File: src/hdl/rdr_pkg.sv
// Shared types, codes and constants of the RTC drift reconciler.
package rdr_pkg;

    // opcodes
    localparam logic [1:0] OP_CHECK = 2'd0;
    localparam logic [1:0] OP_NTP   = 2'd1;
    localparam logic [1:0] OP_TIMER = 2'd2;

    // result actions
    localparam logic [2:0] ACT_SKIP      = 3'd0;
    localparam logic [2:0] ACT_IN_TOL    = 3'd1;
    localparam logic [2:0] ACT_SYS_RTC   = 3'd2;
    localparam logic [2:0] ACT_SYS_STALE = 3'd3;
    localparam logic [2:0] ACT_WRITE_RTC = 3'd4;

    // register indexes (paddr[3:2])
    localparam logic [1:0] REG_RTC_AVAIL = 2'd0;
    localparam logic [1:0] REG_RTC_VALID = 2'd1;
    localparam logic [1:0] REG_CHECK_IVL = 2'd2;
    localparam logic [1:0] REG_TRUST_WIN = 2'd3;

    localparam logic [31:0] CHECK_IVL_RST = 32'd3600000;
    localparam logic [31:0] TRUST_WIN_RST = 32'd300000;

    localparam logic [3:0]         MONTH_FEB  = 4'd2;
    localparam logic [10:0]        RECIP_100  = 11'd1311;   // 2^17 / 100, rounded up
    localparam logic signed [21:0] DAYS_365   = 22'sd365;
    localparam logic signed [21:0] DAYS_OFS   = 22'sd719469;
    localparam logic signed [39:0] SECS_DAY   = 40'sd86400;
    localparam logic [16:0]        SECS_HOUR  = 17'd3600;
    localparam logic [16:0]        SECS_MIN   = 17'd60;
    localparam logic signed [40:0] DRIFT_MAX  = 41'sd4294967295;
    localparam logic signed [40:0] DRIFT_MIN  = -41'sd4294967295;
    localparam logic signed [40:0] DRIFT_ONE  = 41'sd1;
    localparam logic signed [40:0] DRIFT_MONE = -41'sd1;
    localparam logic signed [39:0] EPOCH_MAX  = 40'sd4294967295;

    typedef struct packed {
        logic        rtc_available;
        logic        rtc_time_valid;
        logic [31:0] check_interval_ms;
        logic [31:0] trust_window_ms;
    } t_cfg;

    typedef struct packed {
        logic load;
        logic calc_days;
        logic calc_secs;
        logic commit;
    } t_cmd;

    // days before the month, March-based year; Jan/Feb (and 0) wrap to months 13/14/12
    function automatic logic [8:0] month_days(input logic [3:0] month);
        logic [8:0] res;
        case (month)
            4'd0:    res = 9'd275;
            4'd1:    res = 9'd306;
            4'd2:    res = 9'd337;
            4'd3:    res = 9'd0;
            4'd4:    res = 9'd31;
            4'd5:    res = 9'd61;
            4'd6:    res = 9'd92;
            4'd7:    res = 9'd122;
            4'd8:    res = 9'd153;
            4'd9:    res = 9'd184;
            4'd10:   res = 9'd214;
            4'd11:   res = 9'd245;
            4'd12:   res = 9'd275;
            4'd13:   res = 9'd306;
            4'd14:   res = 9'd337;
            default: res = 9'd367;
        endcase
        return res;
    endfunction

endpackage

File: src/hdl/rdr_regs.sv
// APB configuration registers of the RTC drift reconciler.
module rdr_regs (
    input  logic          i_clk,
    input  logic          i_rst_n,
    input  logic          psel,
    input  logic          penable,
    input  logic          pwrite,
    input  logic [3:0]    paddr,
    input  logic [31:0]   pwdata,
    output logic [31:0]   prdata,
    output logic          pready,
    output rdr_pkg::t_cfg o_cfg
);

    rdr_pkg::t_cfg r_cfg;
    logic          wr_en;

    assign wr_en  = psel && penable && pwrite;
    assign pready = 1'b1;
    assign o_cfg  = r_cfg;

    always_ff @(posedge i_clk) begin
        if (!i_rst_n) begin
            r_cfg.rtc_available     <= 1'b0;
            r_cfg.rtc_time_valid    <= 1'b0;
            r_cfg.check_interval_ms <= rdr_pkg::CHECK_IVL_RST;
            r_cfg.trust_window_ms   <= rdr_pkg::TRUST_WIN_RST;
        end else if (wr_en) begin
            case (paddr[3:2])
                rdr_pkg::REG_RTC_AVAIL: r_cfg.rtc_available     <= pwdata[0];
                rdr_pkg::REG_RTC_VALID: r_cfg.rtc_time_valid    <= pwdata[0];
                rdr_pkg::REG_CHECK_IVL: r_cfg.check_interval_ms <= pwdata;
                rdr_pkg::REG_TRUST_WIN: r_cfg.trust_window_ms   <= pwdata;
                default: ;
            endcase
        end
    end

    always_comb begin
        case (paddr[3:2])
            rdr_pkg::REG_RTC_AVAIL: prdata = {31'd0, r_cfg.rtc_available};
            rdr_pkg::REG_RTC_VALID: prdata = {31'd0, r_cfg.rtc_time_valid};
            rdr_pkg::REG_CHECK_IVL: prdata = r_cfg.check_interval_ms;
            rdr_pkg::REG_TRUST_WIN: prdata = r_cfg.trust_window_ms;
            default:                prdata = 32'd0;
        endcase
    end

endmodule

File: src/hdl/rdr_ctrl.sv
// Sequencing state machine of the RTC drift reconciler.
module rdr_ctrl (
    input  logic          i_clk,
    input  logic          i_rst_n,
    input  logic          i_in_valid,
    output logic          o_in_stall,
    output logic          o_out_valid,
    input  logic          i_out_stall,
    output rdr_pkg::t_cmd o_cmd
);

    localparam logic [1:0] ST_IDLE = 2'd0;
    localparam logic [1:0] ST_DAYS = 2'd1;
    localparam logic [1:0] ST_SECS = 2'd2;
    localparam logic [1:0] ST_DONE = 2'd3;

    logic [1:0] r_state, n_state;
    logic       r_out_valid, n_out_valid;
    logic       slot_free;

    // result slot is free now or is emptied at this edge
    assign slot_free   = !r_out_valid || !i_out_stall;
    assign o_in_stall  = (r_state != ST_IDLE);
    assign o_out_valid = r_out_valid;

    always_comb begin
        n_state         = r_state;
        o_cmd.load      = 1'b0;
        o_cmd.calc_days = 1'b0;
        o_cmd.calc_secs = 1'b0;
        o_cmd.commit    = 1'b0;
        case (r_state)
            ST_IDLE: begin
                if (i_in_valid) begin
                    o_cmd.load = 1'b1;
                    n_state    = ST_DAYS;
                end
            end
            ST_DAYS: begin
                o_cmd.calc_days = 1'b1;
                n_state         = ST_SECS;
            end
            ST_SECS: begin
                o_cmd.calc_secs = 1'b1;
                n_state         = ST_DONE;
            end
            ST_DONE: begin
                if (slot_free) begin
                    o_cmd.commit = 1'b1;
                    n_state      = ST_IDLE;
                end
            end
            default: n_state = ST_IDLE;
        endcase
    end

    always_comb begin
        n_out_valid = r_out_valid;
        if (o_cmd.commit) begin
            n_out_valid = 1'b1;
        end else if (r_out_valid && !i_out_stall) begin
            n_out_valid = 1'b0;
        end
    end

    always_ff @(posedge i_clk) begin
        if (!i_rst_n) begin
            r_state     <= ST_IDLE;
            r_out_valid <= 1'b0;
        end else begin
            r_state     <= n_state;
            r_out_valid <= n_out_valid;
        end
    end

endmodule

File: src/hdl/rdr_dp.sv
// Datapath: date-to-epoch arithmetic, drift decision, timer state and result beat.
module rdr_dp (
    input  logic                i_clk,
    input  logic                i_rst_n,
    input  rdr_pkg::t_cmd       i_cmd,
    input  rdr_pkg::t_cfg       i_cfg,
    input  logic [1:0]          i_opcode,
    input  logic [31:0]         i_now_ms,
    input  logic [11:0]         i_rtc_year,
    input  logic [3:0]          i_rtc_month,
    input  logic [4:0]          i_rtc_day,
    input  logic [4:0]          i_rtc_hour,
    input  logic [5:0]          i_rtc_minute,
    input  logic [5:0]          i_rtc_second,
    input  logic [31:0]         i_system_epoch,
    output logic [2:0]          o_action,
    output logic [31:0]         o_target_epoch,
    output logic signed [32:0]  o_drift_seconds
);

    // captured beat
    logic [1:0]  r_op;
    logic [31:0] r_now;
    logic [11:0] r_year;
    logic [3:0]  r_month;
    logic [4:0]  r_day;
    logic [4:0]  r_hour;
    logic [5:0]  r_minute;
    logic [5:0]  r_second;
    logic [31:0] r_sys;

    // arithmetic stages
    logic signed [21:0] r_days;
    logic [16:0]        r_tod;
    logic signed [39:0] r_epoch;

    // timer state
    logic [31:0] r_last_check, r_last_ntp;

    // result
    logic [2:0]         r_action, n_action;
    logic [31:0]        r_target, n_target;
    logic signed [32:0] r_drift, n_drift;

    // day count
    logic               feb_or_jan;
    logic signed [12:0] y_adj;
    logic [11:0]        y_u;
    logic [22:0]        q_prod;
    logic [5:0]         q100;
    logic [3:0]         q400;
    logic [9:0]         q4;
    logic signed [21:0] n_days;
    logic [16:0]        n_tod;
    logic signed [39:0] n_epoch;

    // decision
    logic signed [40:0] drift;
    logic [31:0]        since_check, since_ntp;
    logic               run_check, fresh, in_tol, drift_neg;
    logic [32:0]        drift_sat;
    logic [31:0]        epoch_sat;

    always_comb begin
        feb_or_jan = (r_month <= rdr_pkg::MONTH_FEB);
        y_adj      = $signed({1'b0, r_year}) - $signed({12'd0, feb_or_jan});
        y_u        = y_adj[12] ? 12'd0 : y_adj[11:0];
        q_prod     = 23'(y_u) * 23'(rdr_pkg::RECIP_100);
        q100       = q_prod[22:17];
        q400       = q100[5:2];
        q4         = y_u[11:2];
        n_days     = 22'(y_adj) * rdr_pkg::DAYS_365
                   + $signed(22'(q4)) - $signed(22'(q100)) + $signed(22'(q400))
                   + $signed(22'(rdr_pkg::month_days(r_month)))
                   + $signed(22'(r_day)) - rdr_pkg::DAYS_OFS;
        n_tod      = 17'(r_hour) * rdr_pkg::SECS_HOUR + 17'(r_minute) * rdr_pkg::SECS_MIN
                   + 17'(r_second);
        n_epoch    = 40'(r_days) * rdr_pkg::SECS_DAY + $signed(40'(r_tod));
    end

    always_comb begin
        drift       = $signed({9'd0, r_sys}) - 41'(r_epoch);
        since_check = r_now - r_last_check;
        since_ntp   = r_now - r_last_ntp;
        run_check   = (r_op == rdr_pkg::OP_CHECK) && i_cfg.rtc_available
                   && i_cfg.rtc_time_valid && (since_check >= i_cfg.check_interval_ms);
        fresh       = (r_last_ntp != 32'd0) && (since_ntp < i_cfg.trust_window_ms);
        in_tol      = (drift >= rdr_pkg::DRIFT_MONE) && (drift <= rdr_pkg::DRIFT_ONE);
        drift_neg   = (drift < rdr_pkg::DRIFT_MONE);

        if (drift > rdr_pkg::DRIFT_MAX) begin
            drift_sat = rdr_pkg::DRIFT_MAX[32:0];
        end else if (drift < rdr_pkg::DRIFT_MIN) begin
            drift_sat = rdr_pkg::DRIFT_MIN[32:0];
        end else begin
            drift_sat = drift[32:0];
        end

        if (r_epoch < 40'sd0) begin
            epoch_sat = 32'd0;
        end else if (r_epoch > rdr_pkg::EPOCH_MAX) begin
            epoch_sat = 32'hFFFF_FFFF;
        end else begin
            epoch_sat = r_epoch[31:0];
        end

        n_action = rdr_pkg::ACT_SKIP;
        n_target = 32'd0;
        n_drift  = 33'sd0;
        if (run_check) begin
            n_drift = $signed(drift_sat);
            if (in_tol) begin
                n_action = rdr_pkg::ACT_IN_TOL;
            end else if (drift_neg) begin
                n_action = rdr_pkg::ACT_SYS_RTC;
                n_target = epoch_sat;
            end else if (!fresh) begin
                n_action = rdr_pkg::ACT_SYS_STALE;
                n_target = epoch_sat;
            end else begin
                n_action = rdr_pkg::ACT_WRITE_RTC;
                n_target = r_sys;
            end
        end
    end

    always_ff @(posedge i_clk) begin
        if (i_cmd.load) begin
            r_op     <= i_opcode;
            r_now    <= i_now_ms;
            r_year   <= i_rtc_year;
            r_month  <= i_rtc_month;
            r_day    <= i_rtc_day;
            r_hour   <= i_rtc_hour;
            r_minute <= i_rtc_minute;
            r_second <= i_rtc_second;
            r_sys    <= i_system_epoch;
        end
        if (i_cmd.calc_days) begin
            r_days <= n_days;
            r_tod  <= n_tod;
        end
        if (i_cmd.calc_secs) begin
            r_epoch <= n_epoch;
        end
        if (i_cmd.commit) begin
            r_action <= n_action;
            r_target <= n_target;
            r_drift  <= n_drift;
        end
    end

    always_ff @(posedge i_clk) begin
        if (!i_rst_n) begin
            r_last_check <= 32'd0;
            r_last_ntp   <= 32'd0;
        end else if (i_cmd.commit) begin
            if (r_op == rdr_pkg::OP_NTP) begin
                r_last_ntp <= r_now;
            end
            if ((r_op == rdr_pkg::OP_TIMER) || run_check) begin
                r_last_check <= r_now;
            end
        end
    end

    assign o_action        = r_action;
    assign o_target_epoch  = r_target;
    assign o_drift_seconds = r_drift;

endmodule

File: src/hdl/rtc_drift_reconciler.sv
// Top level of the RTC drift reconciler.
//
//   channel   handshake                  payload
//   config    psel/penable/pwrite/pready paddr, pwdata, prdata
//   in        i_in_valid / o_in_stall    opcode, now_ms, rtc date and time, system_epoch
//   out       o_out_valid / i_out_stall  action, target_epoch, drift_seconds
//
// One item at a time, in four steps (capture, day count, seconds multiply,
// drift decision and commit), set by the controller's sequence through the datapath.
// A stalled result holds the finish step; the next item is taken while a result waits.
// Reset is synchronous, active low; it resets config and clears check and sync timers.
module rtc_drift_reconciler (
    input  logic                i_clk,
    input  logic                i_rst_n,
    input  logic                psel,
    input  logic                penable,
    input  logic                pwrite,
    input  logic [3:0]          paddr,
    input  logic [31:0]         pwdata,
    output logic [31:0]         prdata,
    output logic                pready,
    input  logic                i_in_valid,
    output logic                o_in_stall,
    input  logic [1:0]          i_opcode,
    input  logic [31:0]         i_now_ms,
    input  logic [11:0]         i_rtc_year,
    input  logic [3:0]          i_rtc_month,
    input  logic [4:0]          i_rtc_day,
    input  logic [4:0]          i_rtc_hour,
    input  logic [5:0]          i_rtc_minute,
    input  logic [5:0]          i_rtc_second,
    input  logic [31:0]         i_system_epoch,
    output logic                o_out_valid,
    input  logic                i_out_stall,
    output logic [2:0]          o_action,
    output logic [31:0]         o_target_epoch,
    output logic signed [32:0]  o_drift_seconds
);

    rdr_pkg::t_cfg cfg;
    rdr_pkg::t_cmd cmd;

    rdr_regs u_regs (
        .i_clk   (i_clk),
        .i_rst_n (i_rst_n),
        .psel    (psel),
        .penable (penable),
        .pwrite  (pwrite),
        .paddr   (paddr),
        .pwdata  (pwdata),
        .prdata  (prdata),
        .pready  (pready),
        .o_cfg   (cfg)
    );

    rdr_ctrl u_ctrl (
        .i_clk       (i_clk),
        .i_rst_n     (i_rst_n),
        .i_in_valid  (i_in_valid),
        .o_in_stall  (o_in_stall),
        .o_out_valid (o_out_valid),
        .i_out_stall (i_out_stall),
        .o_cmd       (cmd)
    );

    rdr_dp u_dp (
        .i_clk           (i_clk),
        .i_rst_n         (i_rst_n),
        .i_cmd           (cmd),
        .i_cfg           (cfg),
        .i_opcode        (i_opcode),
        .i_now_ms        (i_now_ms),
        .i_rtc_year      (i_rtc_year),
        .i_rtc_month     (i_rtc_month),
        .i_rtc_day       (i_rtc_day),
        .i_rtc_hour      (i_rtc_hour),
        .i_rtc_minute    (i_rtc_minute),
        .i_rtc_second    (i_rtc_second),
        .i_system_epoch  (i_system_epoch),
        .o_action        (o_action),
        .o_target_epoch  (o_target_epoch),
        .o_drift_seconds (o_drift_seconds)
    );

endmodule

File: config.mk
export PLATFORM = sky130hd
export DESIGN_NAME = rtc_drift_reconciler
export DESIGN_NICKNAME = d
export VERILOG_FILES = /design/src/hdl/rdr_pkg.sv /design/src/hdl/rdr_regs.sv /design/src/hdl/rdr_ctrl.sv /design/src/hdl/rdr_dp.sv /design/src/hdl/rtc_drift_reconciler.sv
export SDC_FILE = /design/constraint.sdc
export NUM_CORES = 2
export LEC_CHECK = 0
export BUFFER_PORTS_ARGS = -buffer_cell sky130_fd_sc_hd__clkbuf_2
export CAP_MARGIN = 40
export CORE_MARGIN = 5
export CORE_UTILIZATION = 46
export CTS_CLUSTER_DIAMETER = 60
export DETAILED_ROUTE_END_ITERATION = 12
export MAX_ROUTING_LAYER = met4
export PLACE_DENSITY = 0.75
export SETUP_SLACK_MARGIN = 0.15
export SYNTH_ARGS = -nofsm -noshare
export SYNTH_HDL_FRONTEND = slang
export SYNTH_HIERARCHICAL = 1
export SYNTH_SLANG_ARGS = --single-unit
File: constraint.sdc
create_clock -name i_clk -period 11.5 [get_ports i_clk]
set_input_delay 1.15 -clock i_clk [delete_from_list [all_inputs] [get_ports i_clk]]
set_output_delay 1.15 -clock i_clk [all_outputs]
set_load 0.02 [all_outputs]
* Word level (Yosys, flattened, before mapping) *
Memory sizes are Yosys's and may differ from the RTL's. A register that Yosys moved wholly into a read port is not among the register bits.
Cells that the tools add are included.

operators by class
  $add $sub $neg = 13
  multipliers = 5
  $lt $le $gt $ge = 10
  equality and inequality tests = 10
  mux-type cells = 23
  bitwise gates (word level) = 1
  reductions and logical operators = 28

operators by type and width
  kind                      number
  $mux W32                  5
  $pmux W32 S4              1
  $sub A32 B32 Y32          2
  $ge A41 B1 Y1 const B     1
  $gt A41 B33 Y1 const B    1
  $le A41 B2 Y1 const B     1
  $lt A41 B1 Y1 const B     1
  $lt A41 B33 Y1 const B    1
  $sub A33 B40 Y41          1
  $add A40 B18 Y40          1
  $gt A40 B33 Y1 const B    1
  $lt A40 B1 Y1 const B     1
  $mul A22 B11 Y33 const B  1
  $mux W33                  1
  $ge A32 B32 Y1            1
  $lt A32 B32 Y1            1
  $reduce_bool A32 Y1       1
  $mul A12 B11 Y23 const B  1
  $add A22 B10 Y22          1
  $add A22 B11 Y22          1
  $add A22 B5 Y22           1
  $add A22 B6 Y22           1
  $mul A13 B10 Y22 const B  1
  $sub A22 B21 Y22 const B  1
  26 further kinds          61

storage, ports and cells
  bits in registers = 384
  bits in read-only memories = 144
  bits of input ports = 147
  output and inout port bits = 103
  word-level logic and storage cells = 117
  memories = 1

memories
  name              words  width  read ports  clocked after memory_dff  wr ports  RTL line       RTL
  (name not given)  16     9      1           1                         0         rdr_pkg.sv:55  case (month)

* Longest topological paths before layout *
  depth in word-level cells = 9
  mapped depth = 53
  gate-level depth less buffers = 53

* Hierarchy *
The synthesis kept the hierarchy.

by module, submodules not included
  module    times used  cells an instance  area an instance (um2)  seq. area each (um2)
  rdr_dp    1           3436               32785.2                 8998.6
  rdr_regs  1           342                3206.8                  1321.3
  rdr_ctrl  1           24                 216.5                   60.1

* Worst setup path before layout *
No wires, ideal clock.

  path kind = register to register
  start = register u_dp.r_month[1]
  end = register u_dp.r_days[20], data pin
  arrival = 12064 ps
  setup slack = -830 ps
  stages on the path, launching flop included = 51
  clock period less this slack = 12330 ps
  cells stage by stage = edfxtp_1 -> a211oi_1 -> ha_1 -> nand2b_1 -> nor3_1 -> nand2b_1 -> or4_1 -> or3_1 -> xnor2_1 -> ha_1 -> inv_1 -> fa_1 -> inv_1 -> ha_1 -> inv_1 -> fa_1 -> inv_1 -> fa_1 -> [... 15 more ...] -> inv_1 -> fa_1 -> inv_1 -> fa_1 -> inv_1 -> fa_1 -> fa_1 -> nor2b_1 -> o21ai_0 -> a21boi_0 -> o21ai_0 -> a21oi_1 -> o21a_1 -> o31a_1 -> or4_1 -> a31o_2 -> o41ai_1 -> xnor2_1

on the way
  cells in the longest elaborated chain, start to end = 9
  elaborated cells on any way between the ends = 11
  those cells by class = add/sub (7); mul (2); order compare (1); mux (1)

RTL lines
  what                                                         RTL line                    RTL
  start: declaration                                           rdr_dp.sv:25                logic [3:0] r_month;
  start signal: assignment                                     rdr_dp.sv:132               r_month <= i_rtc_month;
  $le A4 B2 Y1 (*)                                             rdr_dp.sv:65                feb_or_jan = (r_month <= rdr_pkg::MONTH_FEB);
  $sub A12 B1 Y13 (*)                                          rdr_dp.sv:66                y_adj = $signed({1'b0, r_year}) - $signed({12'd0, feb_or_jan});
  $mul A13 B10 Y22 / $mux W12 (equally long branches)          rdr_dp.sv:72, rdr_dp.sv:67
  $add A22 B11 Y22 / $mul A12 B11 Y23 (equally long branches)  rdr_dp.sv:73, rdr_dp.sv:68
  $sub A22 B7 Y22                                              rdr_dp.sv:73                + $signed(22'(q4)) - $signed(22'(q100)) + $signed(22'(q400))
  $add A22 B5 Y22 (*)                                          rdr_dp.sv:73
  $add A22 B10 Y22 (*)                                         rdr_dp.sv:74                + $signed(22'(rdr_pkg::month_days(r_month)))
  $add A22 B6 Y22 (*)                                          rdr_dp.sv:75                + $signed(22'(r_day)) - rdr_pkg::DAYS_OFS;
  $sub A22 B21 Y22 (*)                                         rdr_dp.sv:75
  named net u_dp.n_days[20]                                    rdr_dp.sv:53                logic signed [21:0] n_days;
  end signal: assignment                                       rdr_dp.sv:140               r_days <= n_days;
  end: declaration                                             rdr_dp.sv:33                logic signed [21:0] r_days;

The timed path passes the listed nets; every way through them passes the cells marked *.
A chain may end at the register's enable or synchronous reset.

* Worst setup path in the final report *
  start = register u_dp.r_month[0]
  end = register u_dp.r_days[20], data pin

The elaborated chain is that of the path after synthesis.

==> flow_summary.ini <==
[synthesis]
synthMuxAreaShare = 0.0367
synth_compound_area_frac = 0.141
synthXorXnorAreaFrac = 0.0503
synth_edf_count = 251
syn_avg_cell_area_um2 = 9.52
async_flop_share = 0
synth_cell_types = 95
synth-adder-area-share = 0.288
synth_cells = 3802
synth_top_family_by_area = adder cells
ys_warn_count = 6
syn_area_um2 = 36200
synth-simple-area-share = 0.115
ys_ff_latch = 393
mappedNetlistNets = 4664
synth_ff_type = edfxtp_1
yosysSeqAreaShare = 0.287

[setup_path]
r2r-end = u_dp/r_days[20]$_DFFE_PP_
slowest_delay_ps = 540
critPathMaxFanout = 3
endpoint = u_dp/r_days[20]$_DFFE_PP_
regToRegSetupSlack_ps = -180
endpoint_kind = register
timing.rr.start = u_dp/r_month[0]$_DFFE_PP_
critPathArrivalTime_ps = 12010
worstSetupPathType = reg -> reg
critPathLaunchType = register
r2r_cells = 51
cpMaxStageDelayCell = fa_1
path_common_cell = fa_1
required_ps = 11830
critPathLaunch = u_dp/r_month[0]$_DFFE_PP_

[place]
gp_congestion = 0.913
dp_cells = 5066
place_hpwl_um = 68300
numPortBuffers = 246

[finish]
drive_above_1_share = 0.127
area_growth_pct = 13.6
antenna_cells = 0
finalNetCount = 4960
final_cell_mix = inv_1 (633), ha_1 (514), edfxtp_1 (251)
fin_cells = 5182
final_common_cell = inv_1

[sta]
min_period_over_period = 1.02
hold_viol = 0
slew_violations = 0
fin_crit_ps = 11680
setup_viol = 2
fin_worst_skew_ps = 39.4
fmax_mhz = 85.6
worst_pin_slew_ps = 958
relSlewSlack = 0.345
setup_slack_ps = -182
rsz0062_at_grt = true

[die]
die_h_um = 291
start_util = 0.466
io_pins = 250
coreArea_um2 = 77700
die-area_um2 = 84400
row_count = 102
die_w_um = 291

[detailed_routing]
first_pass_iters = 8
via_count = 27700
wire_per_inst_um = 16.8
drtIter0Drc = 1794
drt_wl_total_um = 87100
antenna_left = 0
drc = 0
viasPerCell = 5.35

[status]
status = finished, violations left
violations = negative setup slack

[global_routing]
grt_overflow = 0
grt_antenna_before_repair = 0
track_usage = 0.205
grt_max_degree = 100
grt_pass1_wl_um = 141000
grt_pass1_vias = 27300

[cts]
root_buffer = clkbuf_16
clockBufferDepth = 3
clk_latency_ps = 620
h-tree-depth = 2
cts_buffers = 52
clock_sinks = 393
holdBufCountCts = 0
cts_tree = built
clkTransAtPathRegs_ps = 60

[run]
cap_violations = 0

[worst_hold_path]
holdCritPathClass = reg -> reg
[critical path: cells and delay by family, from the launching register on]
family	cells	cell delay, ps
AND/OR/NAND/NOR	8	1770
flip-flops	1	400
adder cells (fa/ha/maj)	15	5900
AO/OA/AOI/OAI	14	2320
buffers and inverters	12	690
XOR/XNOR	2	300
[flip-flops by register name (all words and copies together), names as in the netlist, 12 cells and up, named ones only]
signal	cells
u_dp/r_tod	17
u_dp/r_last_ntp	32
u_dp/r_last_check	32
u_dp/r_epoch	40
u_dp/r_sys	32
u_dp/r_days	22
u_dp/o_target_epoch	32
u_dp/o_drift_seconds	33
u_regs/o_cfg	66
u_dp/r_now	32
u_dp/r_year	12
[cell families after synthesis]
kind of cell / count (synthesis)
mux: 130
flops: 393
other cells: 1
fa+ha+maj: 716
xor+xnor: 208
simple gates: 825
buf+inv: 761
compound gates: 768
[worst min-delay path by stage]
stage	from	to	slack, ps	depth (start not counted)
floorplan	u_dp/r_tod[0]$_DFFE_PP_	u_dp/r_epoch[0]$_DFFE_PP_	400	0
global placement	u_dp/r_tod[0]$_DFFE_PP_	u_dp/r_epoch[0]$_DFFE_PP_	400	0
detailed placement	u_dp/r_tod[2]$_DFFE_PP_	u_dp/r_epoch[2]$_DFFE_PP_	400	0
CTS	u_dp/r_tod[2]$_DFFE_PP_	u_dp/r_epoch[2]$_DFFE_PP_	390	0
global route	u_dp/r_tod[2]$_DFFE_PP_	u_dp/r_epoch[2]$_DFFE_PP_	400	0
finish	u_dp/r_tod[2]$_DFFE_PP_	u_dp/r_epoch[2]$_DFFE_PP_	390	0
[routing by layer]
metal  vias to the layer above  share of wire  GRT usage
li1                      13800              -          -
met1                     13200           0.46      0.272
met2                       652           0.47      0.333
met3                       146          0.041     0.0233
met4                         0          0.031     0.0633
met5                         -              0          -
[per-stage QoR]
| stage | util | hold WS [ps] | area, µm² | TNS, ps | setup slack [ps] |
|---|---|---|---|---|---|
| global route | 0.529 | 404 | 41100 | -2920 | -641 |
| CTS | 0.528 | 391 | 41000 | -340 | -234 |
| floorplan | - | 400 | 36300 | -134 | -134 |
| finish | 0.529 | 388 | 41100 | -325 | -182 |
| global placement | 0.501 | 402 | 38900 | -1220 | -469 |
| detailed placement | 0.503 | 405 | 39100 | -1550 | -543 |
[Yosys cell counts (all sizes together), types with 6 or more instances]
cell,n,share of area
clkbuf,85,0.0088
a21oi,179,0.025
o21ai,164,0.023
o21bai,34,0.0070
or3,19,0.0033
a211oi,23,0.0048
a2111oi,10,0.0029
nand2b,25,0.0043
mux2i,126,0.035
buf,35,0.0078
a31oi,49,0.0086
a21o,77,0.016
nor4,17,0.0031
o311ai,14,0.0034
and4,8,0.0019
edfxtp,251,0.21
fa,196,0.11
and2,13,0.0023
o21a,31,0.0064
nand3,120,0.017
nand2,246,0.026
or2,10,0.0017
nand4,28,0.0054
and3,53,0.0092
a211o,8,0.0019
ha,519,0.18
o211ai,27,0.0059
a21boi,41,0.0085
o31ai,14,0.0029
nor2,131,0.014
nor2b,90,0.016
o2111ai,8,0.0019
inv,641,0.066
o31a,7,0.0017
xnor2,149,0.036
or4,9,0.0019
xor2,59,0.014
a221oi,35,0.0085
nor3,40,0.0055
dfxtp,142,0.079
o211a,6,0.0017
[what timing repair did]
item,4_1_cts,5_1_grt
pin swaps,20,20
endpoints found under the setup margin,10,13
setup buffers,12,5
resized for setup,24,19
[final cells by class]
class | instances | area (µm²)
Fill cell | 6936 | 36600
Multi-Input combinational cell | 2648 | 23100
Sequential cell | 393 | 10400
Inverter | 641 | 2410
Timing Repair Buffer | 362 | 2250
Clock buffer | 60 | 1330
Tap cell | 1040 | 1300
Clock inverter | 38 | 365
Power is left out: the tool's default activity adds up to more than one toggle a clock period on the data nets, which glitch-free logic cannot reach.
